**config.mk**
```make
export PLATFORM = sky130hd
export DESIGN_NAME = cigar_window_clipper
export DESIGN_NICKNAME = d
export VERILOG_FILES = /design/src/hdl/cwc_pkg.sv /design/src/hdl/cwc_in_stage.sv /design/src/hdl/cwc_tracker.sv /design/src/hdl/cwc_out_stage.sv /design/src/hdl/cigar_window_clipper.sv
export SDC_FILE = /design/constraint.sdc
export NUM_CORES = 2
export LEC_CHECK = 0
export ABC_AREA = 1
export BUFFER_PORTS_ARGS = -buffer_cell sky130_fd_sc_hd__buf_4
export CAP_MARGIN = 10
export CORE_MARGIN = 2
export CORE_UTILIZATION = 41
export CTS_CLUSTER_SIZE = 12
export DETAILED_ROUTE_END_ITERATION = 8
export RECOVER_POWER = 100
export SYNTH_ARGS = -nofsm -noshare
export SYNTH_HDL_FRONTEND = slang
export SYNTH_SLANG_ARGS = --single-unit
```
**constraint.sdc**
```tcl
create_clock -name clk -period 12.26 [get_ports clk]
set_input_delay 0.613 -clock clk [delete_from_list [all_inputs] [get_ports clk]]
set_output_delay 0.613 -clock clk [all_outputs]
set_load 0.01 [all_outputs]
```
**src/hdl/cwc_pkg.sv**
```systemverilog
`default_nettype none
// ----------------------------------------------------------------------------
// cwc_pkg: shared types and helpers for the CIGAR window clipper
// Operation and result codes, stage payload structs and saturating arithmetic.
// ----------------------------------------------------------------------------
package cwc_pkg;

  localparam int unsigned CW = 32;  // coordinate and length width
  localparam int unsigned WW = 34;  // signed width of window offset and length

  // Operation kinds as they travel on the streams.
  localparam logic [1:0] KIND_MATCH = 2'd0;
  localparam logic [1:0] KIND_INS   = 2'd1;
  localparam logic [1:0] KIND_DEL   = 2'd2;

  // Result kinds.
  localparam logic RES_OP      = 1'b0;
  localparam logic RES_SUMMARY = 1'b1;

  // One accepted operation with its window already turned into offsets.
  typedef struct packed {
    logic                 first_op;
    logic                 last_op;
    logic [CW-1:0]        op_length;
    logic [1:0]           op_kind;
    logic                 reverse_strand;
    logic [CW-1:0]        orig_target_start;
    logic [CW-1:0]        orig_target_end;
    logic signed [WW-1:0] win_off;
    logic signed [WW-1:0] win_len;
  } cwc_item_t;

  // Running alignment totals that the summary is built from.
  typedef struct packed {
    logic [CW-1:0] target_first_offset;
    logic [CW-1:0] target_kept;
    logic [CW-1:0] match_count;
    logic [CW-1:0] total_count;
    logic          first_offset_set;
  } cwc_state_t;

  // Tracker output: the trimmed operation and the summary request.
  typedef struct packed {
    logic          op_valid;
    logic [CW-1:0] op_length;
    logic [1:0]    op_kind;
    logic          sum_valid;
    logic          reverse_strand;
    logic [CW-1:0] orig_target_start;
    logic [CW-1:0] orig_target_end;
  } cwc_trk_t;

  function automatic logic [CW-1:0] sat_add(input logic [CW-1:0] a, input logic [CW-1:0] b);
    logic [CW:0] s;
    s = {1'b0, a} + {1'b0, b};
    return s[CW] ? {CW{1'b1}} : s[CW-1:0];
  endfunction

  function automatic logic [CW-1:0] sat_sub(input logic [CW-1:0] a, input logic [CW-1:0] b);
    return (a > b) ? (a - b) : '0;
  endfunction

endpackage
`default_nettype wire

```
**src/hdl/cwc_in_stage.sv**
```systemverilog
`default_nettype none
// ----------------------------------------------------------------------------
// cwc_in_stage: input register of the CIGAR window clipper
// Captures one operation per transaction and turns the window into offsets.
// ----------------------------------------------------------------------------
module cwc_in_stage (
  input  wire logic                clk,
  input  wire logic                rst_n,
  input  wire logic                in_tvalid,
  output logic                     in_tready,
  input  wire logic [191:0]        in_tdata,
  input  wire logic [3:0]          in_tuser,
  input  wire logic                in_tlast,
  output logic                     s1_valid,
  input  wire logic                s1_ready,
  output cwc_pkg::cwc_item_t       s1_item
);
  import cwc_pkg::*;

  logic            valid_r;
  logic            valid_nxt;
  cwc_item_t       item_r;
  cwc_item_t       item_nxt;
  logic            accept;
  logic [CW-1:0]   aq_start;
  logic [CW-1:0]   keep_start;
  logic [CW-1:0]   keep_end;

  assign in_tready = !valid_r || s1_ready;
  assign accept    = in_tvalid && in_tready;
  assign valid_nxt = accept || (valid_r && !s1_ready);

  assign aq_start   = in_tdata[63:32];
  assign keep_start = in_tdata[95:64];
  assign keep_end   = in_tdata[127:96];

  always_comb begin
    item_nxt.first_op          = in_tuser[0];
    item_nxt.last_op           = in_tlast;
    item_nxt.op_length         = in_tdata[31:0];
    item_nxt.op_kind           = in_tuser[2:1];
    item_nxt.reverse_strand    = in_tuser[3];
    item_nxt.orig_target_start = in_tdata[159:128];
    item_nxt.orig_target_end   = in_tdata[191:160];
    // Window start as an offset into the query; it may lie before the alignment.
    item_nxt.win_off = $signed({2'b00, keep_start}) - $signed({2'b00, aq_start});
    // Window length; zero or negative when the window is empty or inverted.
    item_nxt.win_len = $signed({2'b00, keep_end}) - $signed({2'b00, keep_start})
                       + $signed(WW'(1));
  end

  always_ff @(posedge clk) begin
    if (!rst_n) begin
      valid_r <= 1'b0;
    end else begin
      valid_r <= valid_nxt;
    end
    if (accept) begin
      item_r <= item_nxt;
    end
  end

  assign s1_valid = valid_r;
  assign s1_item  = item_r;

endmodule
`default_nettype wire

```
**src/hdl/cwc_tracker.sv**
```systemverilog
`default_nettype none
// ----------------------------------------------------------------------------
// cwc_tracker: running offsets and per-operation trimming
// Updates query and target offsets and registers the trimmed operation.
// ----------------------------------------------------------------------------
module cwc_tracker (
  input  wire logic                clk,
  input  wire logic                rst_n,
  input  wire logic                s1_valid,
  output logic                     s1_ready,
  input  wire cwc_pkg::cwc_item_t  s1_item,
  output logic                     s2_valid,
  input  wire logic                s2_ready,
  output cwc_pkg::cwc_trk_t        s2_trk,
  output cwc_pkg::cwc_state_t      s2_state
);
  import cwc_pkg::*;

  logic            valid_r;
  logic            load;
  cwc_trk_t        trk_r;
  cwc_trk_t        trk_nxt;

  logic [CW-1:0]   query_pos_r, query_pos_nxt;
  logic [CW-1:0]   query_kept_r, query_kept_nxt;
  logic [CW-1:0]   target_pos_r, target_pos_nxt;
  logic [CW-1:0]   target_kept_r, target_kept_nxt;
  logic [CW-1:0]   target_first_offset_r, target_first_offset_nxt;
  logic            first_offset_set_r, first_offset_set_nxt;
  logic            inside_window_r, inside_window_nxt;
  logic [CW-1:0]   match_count_r, match_count_nxt;
  logic [CW-1:0]   total_count_r, total_count_nxt;

  // State as seen by this operation: a first operation starts from zero.
  logic [CW-1:0]   qp, qk, tp, tk, tfo, mc, tc;
  logic            fos, win_open;

  logic                 is_m, is_i, is_d, is_mi;
  logic signed [34:0]   qo_s, ql_s, len_s, w_s, l_s;
  logic signed [34:0]   end_s, mx_s, a_s, avail_s, kept_s, lclip_s;
  logic                 hit, before_win, inside_after;
  logic [CW-1:0]        kept, lclip, new_qk;

  assign s1_ready = !valid_r || s2_ready;
  assign load     = s1_valid && s1_ready;

  always_comb begin
    if (s1_item.first_op) begin
      qp = '0; qk = '0; tp = '0; tk = '0; tfo = '0; mc = '0; tc = '0;
      fos = 1'b0; win_open = 1'b0;
    end else begin
      qp = query_pos_r; qk = query_kept_r; tp = target_pos_r; tk = target_kept_r;
      tfo = target_first_offset_r; mc = match_count_r; tc = total_count_r;
      fos = first_offset_set_r; win_open = inside_window_r;
    end
  end

  always_comb begin
    is_m  = (s1_item.op_kind == KIND_MATCH);
    is_i  = (s1_item.op_kind == KIND_INS);
    is_d  = (s1_item.op_kind == KIND_DEL);
    is_mi = is_m || is_i;

    qo_s  = $signed({3'b000, qp});
    ql_s  = $signed({3'b000, qk});
    len_s = $signed({3'b000, s1_item.op_length});
    w_s   = $signed({s1_item.win_off[WW-1], s1_item.win_off});
    l_s   = $signed({s1_item.win_len[WW-1], s1_item.win_len});

    end_s      = qo_s + len_s;
    hit        = (end_s > w_s) && (ql_s < l_s);
    before_win = (qo_s < w_s);
    // Part of the operation past the window start, then capped by what is left.
    mx_s    = before_win ? w_s : qo_s;
    a_s     = end_s - mx_s;
    avail_s = l_s - ql_s;
    kept_s  = (a_s < avail_s) ? a_s : avail_s;
    kept    = kept_s[CW-1:0];
    lclip_s = w_s - qo_s;
    lclip   = before_win ? lclip_s[CW-1:0] : '0;

    new_qk       = sat_add(qk, kept);
    inside_after = hit && ($signed({3'b000, new_qk}) < l_s);

    query_pos_nxt           = is_mi ? sat_add(qp, s1_item.op_length) : qp;
    query_kept_nxt          = (is_mi && hit) ? new_qk : qk;
    total_count_nxt         = (is_mi && hit) ? sat_add(tc, kept) : tc;
    match_count_nxt         = (is_m && hit) ? sat_add(mc, kept) : mc;
    target_pos_nxt          = (is_m || is_d) ? sat_add(tp, s1_item.op_length) : tp;
    inside_window_nxt       = is_mi ? inside_after : win_open;
    target_first_offset_nxt = tfo;
    first_offset_set_nxt    = fos;
    if (is_mi && hit && !fos) begin
      target_first_offset_nxt = sat_add(tp, is_m ? lclip : '0);
      first_offset_set_nxt    = 1'b1;
    end
    if (is_m && hit) begin
      target_kept_nxt = sat_add(tk, kept);
    end else if (is_d && win_open) begin
      target_kept_nxt = sat_add(tk, s1_item.op_length);
    end else begin
      target_kept_nxt = tk;
    end

    trk_nxt.op_valid          = (is_mi && hit) || (is_d && win_open);
    trk_nxt.op_length         = is_d ? s1_item.op_length : kept;
    trk_nxt.op_kind           = s1_item.op_kind;
    trk_nxt.sum_valid         = s1_item.last_op;
    trk_nxt.reverse_strand    = s1_item.reverse_strand;
    trk_nxt.orig_target_start = s1_item.orig_target_start;
    trk_nxt.orig_target_end   = s1_item.orig_target_end;
  end

  always_ff @(posedge clk) begin
    if (!rst_n) begin
      valid_r               <= 1'b0;
      query_pos_r           <= '0;
      query_kept_r          <= '0;
      target_pos_r          <= '0;
      target_kept_r         <= '0;
      target_first_offset_r <= '0;
      first_offset_set_r    <= 1'b0;
      inside_window_r       <= 1'b0;
      match_count_r         <= '0;
      total_count_r         <= '0;
    end else begin
      valid_r <= load || (valid_r && !s2_ready);
      if (load) begin
        query_pos_r           <= query_pos_nxt;
        query_kept_r          <= query_kept_nxt;
        target_pos_r          <= target_pos_nxt;
        target_kept_r         <= target_kept_nxt;
        target_first_offset_r <= target_first_offset_nxt;
        first_offset_set_r    <= first_offset_set_nxt;
        inside_window_r       <= inside_window_nxt;
        match_count_r         <= match_count_nxt;
        total_count_r         <= total_count_nxt;
      end
    end
    if (load) begin
      trk_r <= trk_nxt;
    end
  end

  assign s2_valid = valid_r;
  assign s2_trk   = trk_r;

  // The state always belongs to the operation held in this stage.
  assign s2_state.target_first_offset = target_first_offset_r;
  assign s2_state.target_kept         = target_kept_r;
  assign s2_state.match_count         = match_count_r;
  assign s2_state.total_count         = total_count_r;
  assign s2_state.first_offset_set    = first_offset_set_r;

`ifndef ASSERT_OFF
  // The first offset is only ever dropped by the start of a new alignment.
  a_fos_clear: assert property (@(posedge clk) disable iff (!rst_n)
    $fell(first_offset_set_r) |-> $past(load && s1_item.first_op))
    else $error("first offset cleared without a first operation");

  // Matched bases are a subset of the kept bases, saturation included.
  a_match_le_total: assert property (@(posedge clk) disable iff (!rst_n)
    match_count_r <= total_count_r)
    else $error("match count exceeds total count");
`endif

endmodule
`default_nettype wire

```
**src/hdl/cwc_out_stage.sv**
```systemverilog
`default_nettype none
// ----------------------------------------------------------------------------
// cwc_out_stage: summary build and result register
// Holds up to two results per operation and presents them one at a time.
// ----------------------------------------------------------------------------
module cwc_out_stage (
  input  wire logic                 clk,
  input  wire logic                 rst_n,
  input  wire logic                 s2_valid,
  output logic                      s2_ready,
  input  wire cwc_pkg::cwc_trk_t    s2_trk,
  input  wire cwc_pkg::cwc_state_t  s2_state,
  output logic                      out_tvalid,
  input  wire logic                 out_tready,
  output logic [159:0]              out_tdata,
  output logic [3:0]                out_tuser,
  output logic                      out_tlast
);
  import cwc_pkg::*;

  logic            op_v_r, sum_v_r;
  logic [CW-1:0]   op_len_r;
  logic [1:0]      op_kind_r;
  logic [CW-1:0]   ts_r, te_r, mc_r, tc_r;
  logic            err_r;
  logic            load, out_acc;
  logic [CW-1:0]   fwd_ts, fwd_te, rev_ts, rev_te, ts_nxt, te_nxt;

  assign out_tvalid = op_v_r || sum_v_r;
  assign out_acc    = out_tvalid && out_tready;
  assign s2_ready   = !out_tvalid || (out_tready && !(op_v_r && sum_v_r));
  assign load       = s2_valid && s2_ready;

  always_comb begin
    fwd_ts = sat_add(s2_trk.orig_target_start, s2_state.target_first_offset);
    fwd_te = sat_add(fwd_ts, s2_state.target_kept);
    rev_te = sat_sub(s2_trk.orig_target_end, s2_state.target_first_offset);
    rev_ts = sat_sub(rev_te, s2_state.target_kept);
    if (!s2_state.first_offset_set) begin
      ts_nxt = '0;
      te_nxt = '0;
    end else if (s2_trk.reverse_strand) begin
      ts_nxt = rev_ts;
      te_nxt = rev_te;
    end else begin
      ts_nxt = fwd_ts;
      te_nxt = fwd_te;
    end
  end

  always_ff @(posedge clk) begin
    if (!rst_n) begin
      op_v_r  <= 1'b0;
      sum_v_r <= 1'b0;
    end else if (load) begin
      op_v_r  <= s2_trk.op_valid;
      sum_v_r <= s2_trk.sum_valid;
    end else if (out_acc) begin
      if (op_v_r) begin
        op_v_r <= 1'b0;
      end else begin
        sum_v_r <= 1'b0;
      end
    end
    if (load) begin
      op_len_r  <= s2_trk.op_length;
      op_kind_r <= s2_trk.op_kind;
      ts_r      <= ts_nxt;
      te_r      <= te_nxt;
      mc_r      <= s2_state.match_count;
      tc_r      <= s2_state.total_count;
      err_r     <= !s2_state.first_offset_set;
    end
  end

  // The trimmed operation goes first; the summary, when present, closes the item.
  always_comb begin
    if (op_v_r) begin
      out_tdata = {128'd0, op_len_r};
      out_tuser = {1'b0, op_kind_r, RES_OP};
      out_tlast = !sum_v_r;
    end else begin
      out_tdata = {tc_r, mc_r, te_r, ts_r, 32'd0};
      out_tuser = {err_r, KIND_MATCH, RES_SUMMARY};
      out_tlast = 1'b1;
    end
  end

endmodule
`default_nettype wire

```
**src/hdl/cigar_window_clipper.sv**
```systemverilog
`default_nettype none
// ----------------------------------------------------------------------------
// cigar_window_clipper: clips an alignment operation stream to a query window
// Trims match, insertion and deletion operations to the window and reports the
// clipped target interval with kept base counts after the last operation.
// ----------------------------------------------------------------------------
//
//  Channel | Direction | Transaction contents
//  --------+-----------+-----------------------------------------------------
//  in_     | slave     | one alignment operation with its window and target
//  out_    | master    | one trimmed operation or one alignment summary
//
// An operation passes three registered stages: the input register, the
// tracker that updates the running offsets, and the result register.
// While out_tready is high, one operation is accepted per cycle; an
// operation that carries the last flag and also yields a trimmed operation
// occupies the result register for two output transactions, which sets the
// rate at that point.
// Reset is synchronous and active low and clears all stage valids and the
// running alignment state. A stall on out_tready backs up through the stages.
//
module cigar_window_clipper (
  input  wire logic          clk,
  input  wire logic          rst_n,
  input  wire logic          in_tvalid,
  output logic               in_tready,
  // in_tdata from bit 0: op_length, align_query_start, keep_start, keep_end,
  // orig_target_start, orig_target_end (32 bits each)
  input  wire logic [191:0]  in_tdata,
  // in_tuser from bit 0: first_op, op_kind (2), reverse_strand
  input  wire logic [3:0]    in_tuser,
  input  wire logic          in_tlast,   // last_op
  output logic               out_tvalid,
  input  wire logic          out_tready,
  // out_tdata from bit 0: out_length, new_target_start, new_target_end,
  // match_bases, total_bases (32 bits each)
  output logic [159:0]       out_tdata,
  // out_tuser from bit 0: result_kind, out_kind (2), no_overlap_error
  output logic [3:0]         out_tuser,
  output logic               out_tlast   // last_result
);
  import cwc_pkg::*;

  logic        s1_valid, s1_ready;
  cwc_item_t   s1_item;
  logic        s2_valid, s2_ready;
  cwc_trk_t    s2_trk;
  cwc_state_t  s2_state;

  cwc_in_stage u_in_stage (
    .clk       (clk),
    .rst_n     (rst_n),
    .in_tvalid (in_tvalid),
    .in_tready (in_tready),
    .in_tdata  (in_tdata),
    .in_tuser  (in_tuser),
    .in_tlast  (in_tlast),
    .s1_valid  (s1_valid),
    .s1_ready  (s1_ready),
    .s1_item   (s1_item)
  );

  cwc_tracker u_tracker (
    .clk      (clk),
    .rst_n    (rst_n),
    .s1_valid (s1_valid),
    .s1_ready (s1_ready),
    .s1_item  (s1_item),
    .s2_valid (s2_valid),
    .s2_ready (s2_ready),
    .s2_trk   (s2_trk),
    .s2_state (s2_state)
  );

  cwc_out_stage u_out_stage (
    .clk        (clk),
    .rst_n      (rst_n),
    .s2_valid   (s2_valid),
    .s2_ready   (s2_ready),
    .s2_trk     (s2_trk),
    .s2_state   (s2_state),
    .out_tvalid (out_tvalid),
    .out_tready (out_tready),
    .out_tdata  (out_tdata),
    .out_tuser  (out_tuser),
    .out_tlast  (out_tlast)
  );

`ifndef ASSERT_OFF
  // A summary always closes the results of its operation.
  a_summary_last: assert property (@(posedge clk) disable iff (!rst_n)
    (out_tvalid && (out_tuser[0] == RES_SUMMARY)) |-> out_tlast)
    else $error("summary not marked as last result");

  // With nothing in the window the clipped target interval is empty.
  a_error_zero: assert property (@(posedge clk) disable iff (!rst_n)
    (out_tvalid && out_tuser[3]) |-> (out_tdata[95:32] == 64'd0))
    else $error("target interval set with no overlap");
`endif

endmodule
`default_nettype wire
```
Word-level counts from Yosys, hierarchy flattened
Cells that the tools add are included.

Word-level logic and storage cells: 148. Register bits: 662. Output and inout bits: 167. Input bits: 201.

$add $sub $neg: 19. Magnitude comparators: 7. Reductions and logical operators: 37. Equal/unequal tests: 3. Mux-type cells: 46.

Operators by type and width (number): two-way mux 32 bit (33); adder 32 x 32 -> 33 bit (11); two-way mux 160 bit (1); subtractor 32 bit (3); < comparator 33 x 34 -> 1 bit (2); subtractor 32 x 32 -> 33 bit (2); > comparator 32 bit (2); < comparator 35 bit (1); two-way mux 35 bit (1); subtractor 34 x 33 -> 35 bit (1); subtractor 34 x 35 -> 35 bit (1); adder 34 x 2 -> 34 bit, second input constant (1); > comparator 34 x 33 -> 1 bit (1); < comparator 33 bit (1); logical AND 1 bit (14); two-way mux 1 bit (10); zero test 1 bit (9); logical OR 1 bit (9); two-way mux 4 bit (1); AND reduction 2 bit (2); nonzero test 2 bit (2); == test 2 x 1 -> 1 bit, second input constant (1); == test 2 bit, second input constant (1); zero test 2 bit (1); != test 2 bit, second input constant (1).

Depth between registers and ports, before layout
Word-level depth: 11. Depth in mapped cells: 82. Gate-level depth less buffers: 77.

Cells and area by module
A second synthesis with hierarchy kept.

Cells, all modules: 10018. Area total of the unflattened synthesis: 66523.8 µm².

Modules (own cells, without submodules): cwc_tracker (area each 38017.7 µm², instances 1, cells each 5828, sequential area each 7577.3 µm²); cwc_out_stage (area each 17618.1 µm², instances 1, cells each 2859, sequential area each 4934.7 µm²); cwc_in_stage (area each 10887.9 µm², instances 1, cells each 1331, sequential area each 5064.9 µm²).

Worst setup path after synthesis
Ideal clock, no wire load.

Path kind: register to register. Start point: register u_in_stage.item_r, in the netlist u_in_stage.s1_item[168]. End point: register u_tracker.inside_window_r. Cell stages (with the launch flop): 79. Arrival: 9.631 ns. Data required time: 11.968 ns. Setup slack: 2.337 ns. Buffers on the path: 6. Clock period less this slack: 9.923 ns. Cell sequence: edfxtp_1 inv_2 clkbuf_1 clkbuf_1 nand2_1 inv_1 ha_1 clkbuf_1 a31oi_1 a21oi_1 o41ai_1 nand3_1 a21oi_1 o211ai_1 ha_1 clkbuf_1 inv_1 nand2_1 [... 43 more ...] nand2_1 nand2_1 nand2_1 nand3_1 nand2_1 clkbuf_1 nor2_1 inv_1 ha_1 a21oi_1 or2_2 a21oi_1 nor3_1 a31o_2 nand2_1 a21oi_1 nand2_1 a31oi_1.

Longest elaborated chain between the ends: 11. Elaborated cells on any way between the ends: 18. Classes of those cells: 4 x add/sub; 5 x order compare; 7 x mux; 2 x reduce/logical.

RTL lines: start: declaration (RTL line cwc_in_stage.sv:22) `cwc_item_t item_r;`; start signal: assignment (RTL line cwc_in_stage.sv:59) `item_r <= item_nxt;`; two-way mux 32 bit (RTL line cwc_tracker.sv:48) `if (s1_item.first_op) begin`; < comparator 33 bit (RTL line cwc_tracker.sv:72) `before_win = (qo_s < w_s);`; two-way mux 35 bit (RTL line cwc_tracker.sv:74) `mx_s = before_win ? w_s : qo_s;`; subtractor 34 x 35 -> 35 bit (RTL line cwc_tracker.sv:75) `a_s = end_s - mx_s;`; < comparator 35 bit (RTL line cwc_tracker.sv:77) `kept_s = (a_s < avail_s) ? a_s : avail_s;`; two-way mux 32 bit (RTL line cwc_tracker.sv:77); adder 32 x 32 -> 33 bit (RTL line cwc_pkg.sv:55) `s = {1'b0, a} + {1'b0, b};`; two-way mux 32 bit (RTL line cwc_pkg.sv:56) `return s[CW] ? {CW{1'b1}} : s[CW-1:0];`; < comparator 33 x 34 -> 1 bit (RTL line cwc_tracker.sv:83) `inside_after = hit && ($signed({3'b000, new_qk}) < l_s);`; logical AND 1 bit (RTL line cwc_tracker.sv:83); two-way mux 1 bit * (RTL line cwc_tracker.sv:90) `inside_window_nxt = is_mi ? inside_after : win_open;`; end signal: assignment (RTL line cwc_tracker.sv:135) `inside_window_r <= inside_window_nxt;`; end: declaration (RTL line cwc_tracker.sv:30) `logic inside_window_r, inside_window_nxt;`.

Every way passes the cells marked *; elsewhere a longest branch is shown, timed or not. A chain may end at the register's enable or synchronous reset.

Worst setup path in the final report
Start point: register u_in_stage.item_r, in the netlist u_in_stage.s1_item[168]. End point: register u_tracker.match_count_r[12].

Longest elaborated chain between the ends: 9. Elaborated cells on any way between the ends: 17. Classes of those cells: 4 x add/sub; 4 x order compare; 7 x mux; 2 x reduce/logical.

RTL lines: two-way mux 32 bit (RTL line cwc_tracker.sv:48); < comparator 33 bit (RTL line cwc_tracker.sv:72); two-way mux 35 bit (RTL line cwc_tracker.sv:74); subtractor 34 x 35 -> 35 bit (RTL line cwc_tracker.sv:75); < comparator 35 bit (RTL line cwc_tracker.sv:77); two-way mux 32 bit (RTL line cwc_tracker.sv:77); adder 32 x 32 -> 33 bit (RTL line cwc_pkg.sv:55); two-way mux 32 bit (RTL line cwc_pkg.sv:56); two-way mux 32 bit * (RTL line cwc_tracker.sv:88) `match_count_nxt = (is_m && hit) ? sat_add(mc, kept) : mc;`; end signal: assignment (RTL line cwc_tracker.sv:136) `match_count_r <= match_count_nxt;`; end: declaration (RTL line cwc_tracker.sv:31) `logic [CW-1:0] match_count_r, match_count_nxt;`.

Marks and branches as above.

==> flow_metrics.py <==
metrics = {
    "run_status": {
        "status": "complete, but fails checks",
        "violations": "capacitance limit, slew limit",
    },
    "finish": {
        "drive_gt1_share_pct": 5.04,
        "area_delta_synth_final_pct": 10.8,
        "stdcell_count": 11838,
        "final_nets": 10597,
    },
    "synth": {
        "synth_edf_count": 432,
        "yosysTopAreaCellShare_pct": 20.1,
        "synth_area_leaders": "edfxtp_1, ha_1, nand2_1",
        "synth_area_leader_cell": "edfxtp_1",
        "syn_inst": 9432,
        "ys_types": 67,
        "synth_fp_nets": 10321,
        "ys_seq_area_share_pct": 27.3,
        "netlist_area_um2": 64400,
        "ys.warnings.count": 0,
        "synth_area_per_cell_um2": 6.83,
        "synth_flop_cell": "edfxtp_1",
        "async_reset_ff_share_pct": 0,
        "ys_ff_latch": 662,
    },
    "worst_hold_path": {
        "holdPathStages": 1,
        "hold_end": "u_in_stage.s1_item[79]",
        "hp-class": "in2reg",
        "min_from": "in_tdata[171]",
    },
    "global_routing": {
        "grt_remaining_overflow": 0,
        "grt_max_degree": 131,
        "grt_pass1_vias": 62944,
        "grt_use_total_pct": 33.3,
        "grt_pass1_wl_um": 406000,
        "antenna_found_initial": 12,
    },
    "critical_path": {
        "reg2reg_slack_ps": 750,
        "crit_arrival_ps": 12050,
        "reg2reg_to": "u_tracker.match_count_r[12]",
        "cp-start-kind": "register",
        "end_kind": "register",
        "required_ps": 12800,
        "cp_max_fo": 32,
        "crit_path_max_incr_delay_ps": 890,
        "r2r-start": "u_in_stage.s1_item[168]",
        "crit_type": "reg2reg",
        "cpMostUsedCell": "nand2_1",
        "crit_slowest_cell": "a21oi_1",
        "rr_worst_depth": 65,
    },
    "detailed_routing": {
        "ant_nets": 0,
        "first_pass_iters": 7,
        "drc": 0,
        "vias": 66833,
        "wl_per_cell_um": 23.4,
        "drt_wl_total_um": 277000,
        "drt_iter0_drc": 6467,
        "vias_per_cell": 5.65,
    },
    "clock_network": {
        "insertion_delay_ps": 710,
        "cts_tree": "built",
        "cts_buffers": 81,
        "cts-root-buf": "clkbuf_16",
        "path_clk_slew_ps": 60,
        "clock_path_buffers": 3,
        "cts_num_sinks": 662,
        "cts_max_level": 3,
    },
    "floorplanning": {
        "die_area_um2": 160000,
        "start_util_pct": 41.3,
        "coreArea_um2": 156000,
        "ios": 368,
        "die_y_um": 400,
        "rows": 145,
        "die_w_um": 400,
    },
    "sta": {
        "fin_crit_sh_pct": 93.9,
        "setup_viol": 0,
        "worst_slew_pin_slew_ps": 6440,
        "timing.final.hold_violations": 0,
        "hold_slack_ps": 107,
        "slew-limit-headroom_pct": -329,
        "slew_viol_final": 738,
        "fmax_mhz": 86.9,
        "finClkSkew_ps": 39.5,
        "min_period_ps": 11510,
    },
    "placement": {
        "gp_congestion": 1.04,
        "place_inst": 11677,
        "port_buffers": 367,
        "dp.final_hpwl_um": 226000,
    },
    "power": {
        "max-vdd-ir-drop_mv": 0.121,
        "power_leakage_nw": 34.3,
        "p_per_area_nw_per_um2": 157,
    },
    "run": {
        "maxCapViolCount": 13,
    },
}
cell usage after synthesis, types with 5 or more instances:
cell type,count
or2_2,39
nor2_1,980
o21a_1,47
nand2_1,2013
fa_1,17
nor4_1,35
nand4_1,232
nor2_2,5
and2_1,38
o221ai_1,27
nor3b_1,5
inv_2,9
o21bai_1,59
a221oi_1,19
buf_2,72
o2111ai_1,6
a31oi_1,41
inv_1,1318
o21ai_1,22
nand3b_1,21
a211oi_1,20
a21o_1,86
a21boi_1,7
o21ai_0,475
xnor2_1,123
buf_1,28
dfxtp_1,230
xor2_1,263
nand3_1,632
edfxtp_1,432
nand2_2,6
nor3_1,100
clkbuf_1,156
ha_1,671
nor3_2,6
o31ai_1,8
buf_6,5
o22ai_1,23
a21oi_1,1027
o211ai_1,46
a21boi_0,35
worst max path at each step:
stage / slack [ps] / end / cells past startpoint / startpoint
3_5_place_dp: 610 / u_tracker.inside_window_r / 74 / u_in_stage.s1_item[168]
5_1_grt: -70 / u_tracker.inside_window_r / 76 / u_in_stage.s1_item[168]
3_3_place_gp: 710 / u_tracker.inside_window_r / 69 / u_in_stage.s1_item[168]
6_report: 750 / u_tracker.match_count_r[12] / 65 / u_in_stage.s1_item[168]
2_1_floorplan: 2340 / u_tracker.inside_window_r / 78 / u_in_stage.s1_item[168]
4_1_cts: 560 / u_tracker.inside_window_r / 74 / u_in_stage.s1_item[168]
state kept, by name, summed over array words and instances (netlist names), 2 cells and up:
register,count
u_in_stage.s1_item,168
u_out_stage.mc_r,32
u_out_stage.op_kind_r,2
u_out_stage.op_len_r,32
u_out_stage.tc_r,32
u_out_stage.te_r,32
u_out_stage.ts_r,32
u_tracker.match_count_r,32
u_tracker.query_kept_r,32
u_tracker.query_pos_r,32
u_tracker.s2_trk,101
u_tracker.target_first_offset_r,32
u_tracker.target_kept_r,32
u_tracker.target_pos_r,32
u_tracker.total_count_r,32
worst max-delay path, delay by kind of cell, from the launching register on:
family	cells	cell delay (ps)
simple gates	37	4140
buf+inv	11	1810
xor+xnor	1	320
fa+ha+maj	7	2460
compound gates	9	2150
flops	1	400
placed cells by master, fill, tap and decap left out, types with 47 or more instances in the layout:
master and instances:
clkbuf_4 95, nand2_1 2014, a21oi_1 1026, nor2_1 979, xor2_1 262, edfxtp_1 432, o21bai_1 59, nor3_1 103
a21o_1 86, clkbuf_1 208, ha_1 670, o21ai_0 480, xnor2_1 123, nand3_1 632, clkbuf_16 82, inv_1 1314
nand4_1 232, buf_4 166, o21a_1 47, dfxtp_1 230
kinds of logic after synthesis:
family | count (synthesis) | share of synthesized area [%]
buffers and inverters | 1595 | 9.52
adder cells (fa/ha/maj) | 688 | 13.6
AND/OR/NAND/NOR | 4127 | 27.2
XOR/XNOR | 386 | 5.25
AO/OA/AOI/OAI | 1974 | 17.2
flip-flops | 662 | 27.3
routing by layer:
metal  part of all wire [%]  GRT usage (%)  vias to the layer above
met2                     44           53.1                     2511
met3                    6.8           4.99                      437
met5                  0.015              0                        -
met4                    4.4           13.1                        6
li1                       -              -                    32280
met1                     45           45.2                    31599
through the flow:
step	setup slack (ps)	setup TNS (ps)	area, um2	total power, W	utilization [%]
4_1_cts	564	0	72000	0.0111	46.2
2_1_floorplan	2340	0	64400	0.00654	-
3_5_place_dp	614	0	69400	0.00865	44.5
3_3_place_gp	707	0	69400	0.00866	44.5
5_1_grt	-69.5	-104	71400	0.0119	45.7
6_report	751	0	71400	0.0112	45.7
power by group:
group          internal, W  switching (W)
Clock              0.00139        0.00106
Combinational      0.00182        0.00430
Sequential         0.00256       0.000101
Total              0.00577        0.00546
repair_timing:
item / CTS / global route
setup endpoints to repair: 0 / 47
resized for setup: 0 / 25
setup buffers: 0 / 6
hold buffers: 0 / 0
final cells by class:
class	count	area, um2
clock buffers	110	2240
diodes	4	10.0
repair buffers	458	2810
inverters	1330	5010
clock inverters	41	405
well taps	2058	2570
multi-input cells	7175	40700
flip-flops and latches	662	17600
fillers	16650	84700
(Power assumes the default switching activity.)
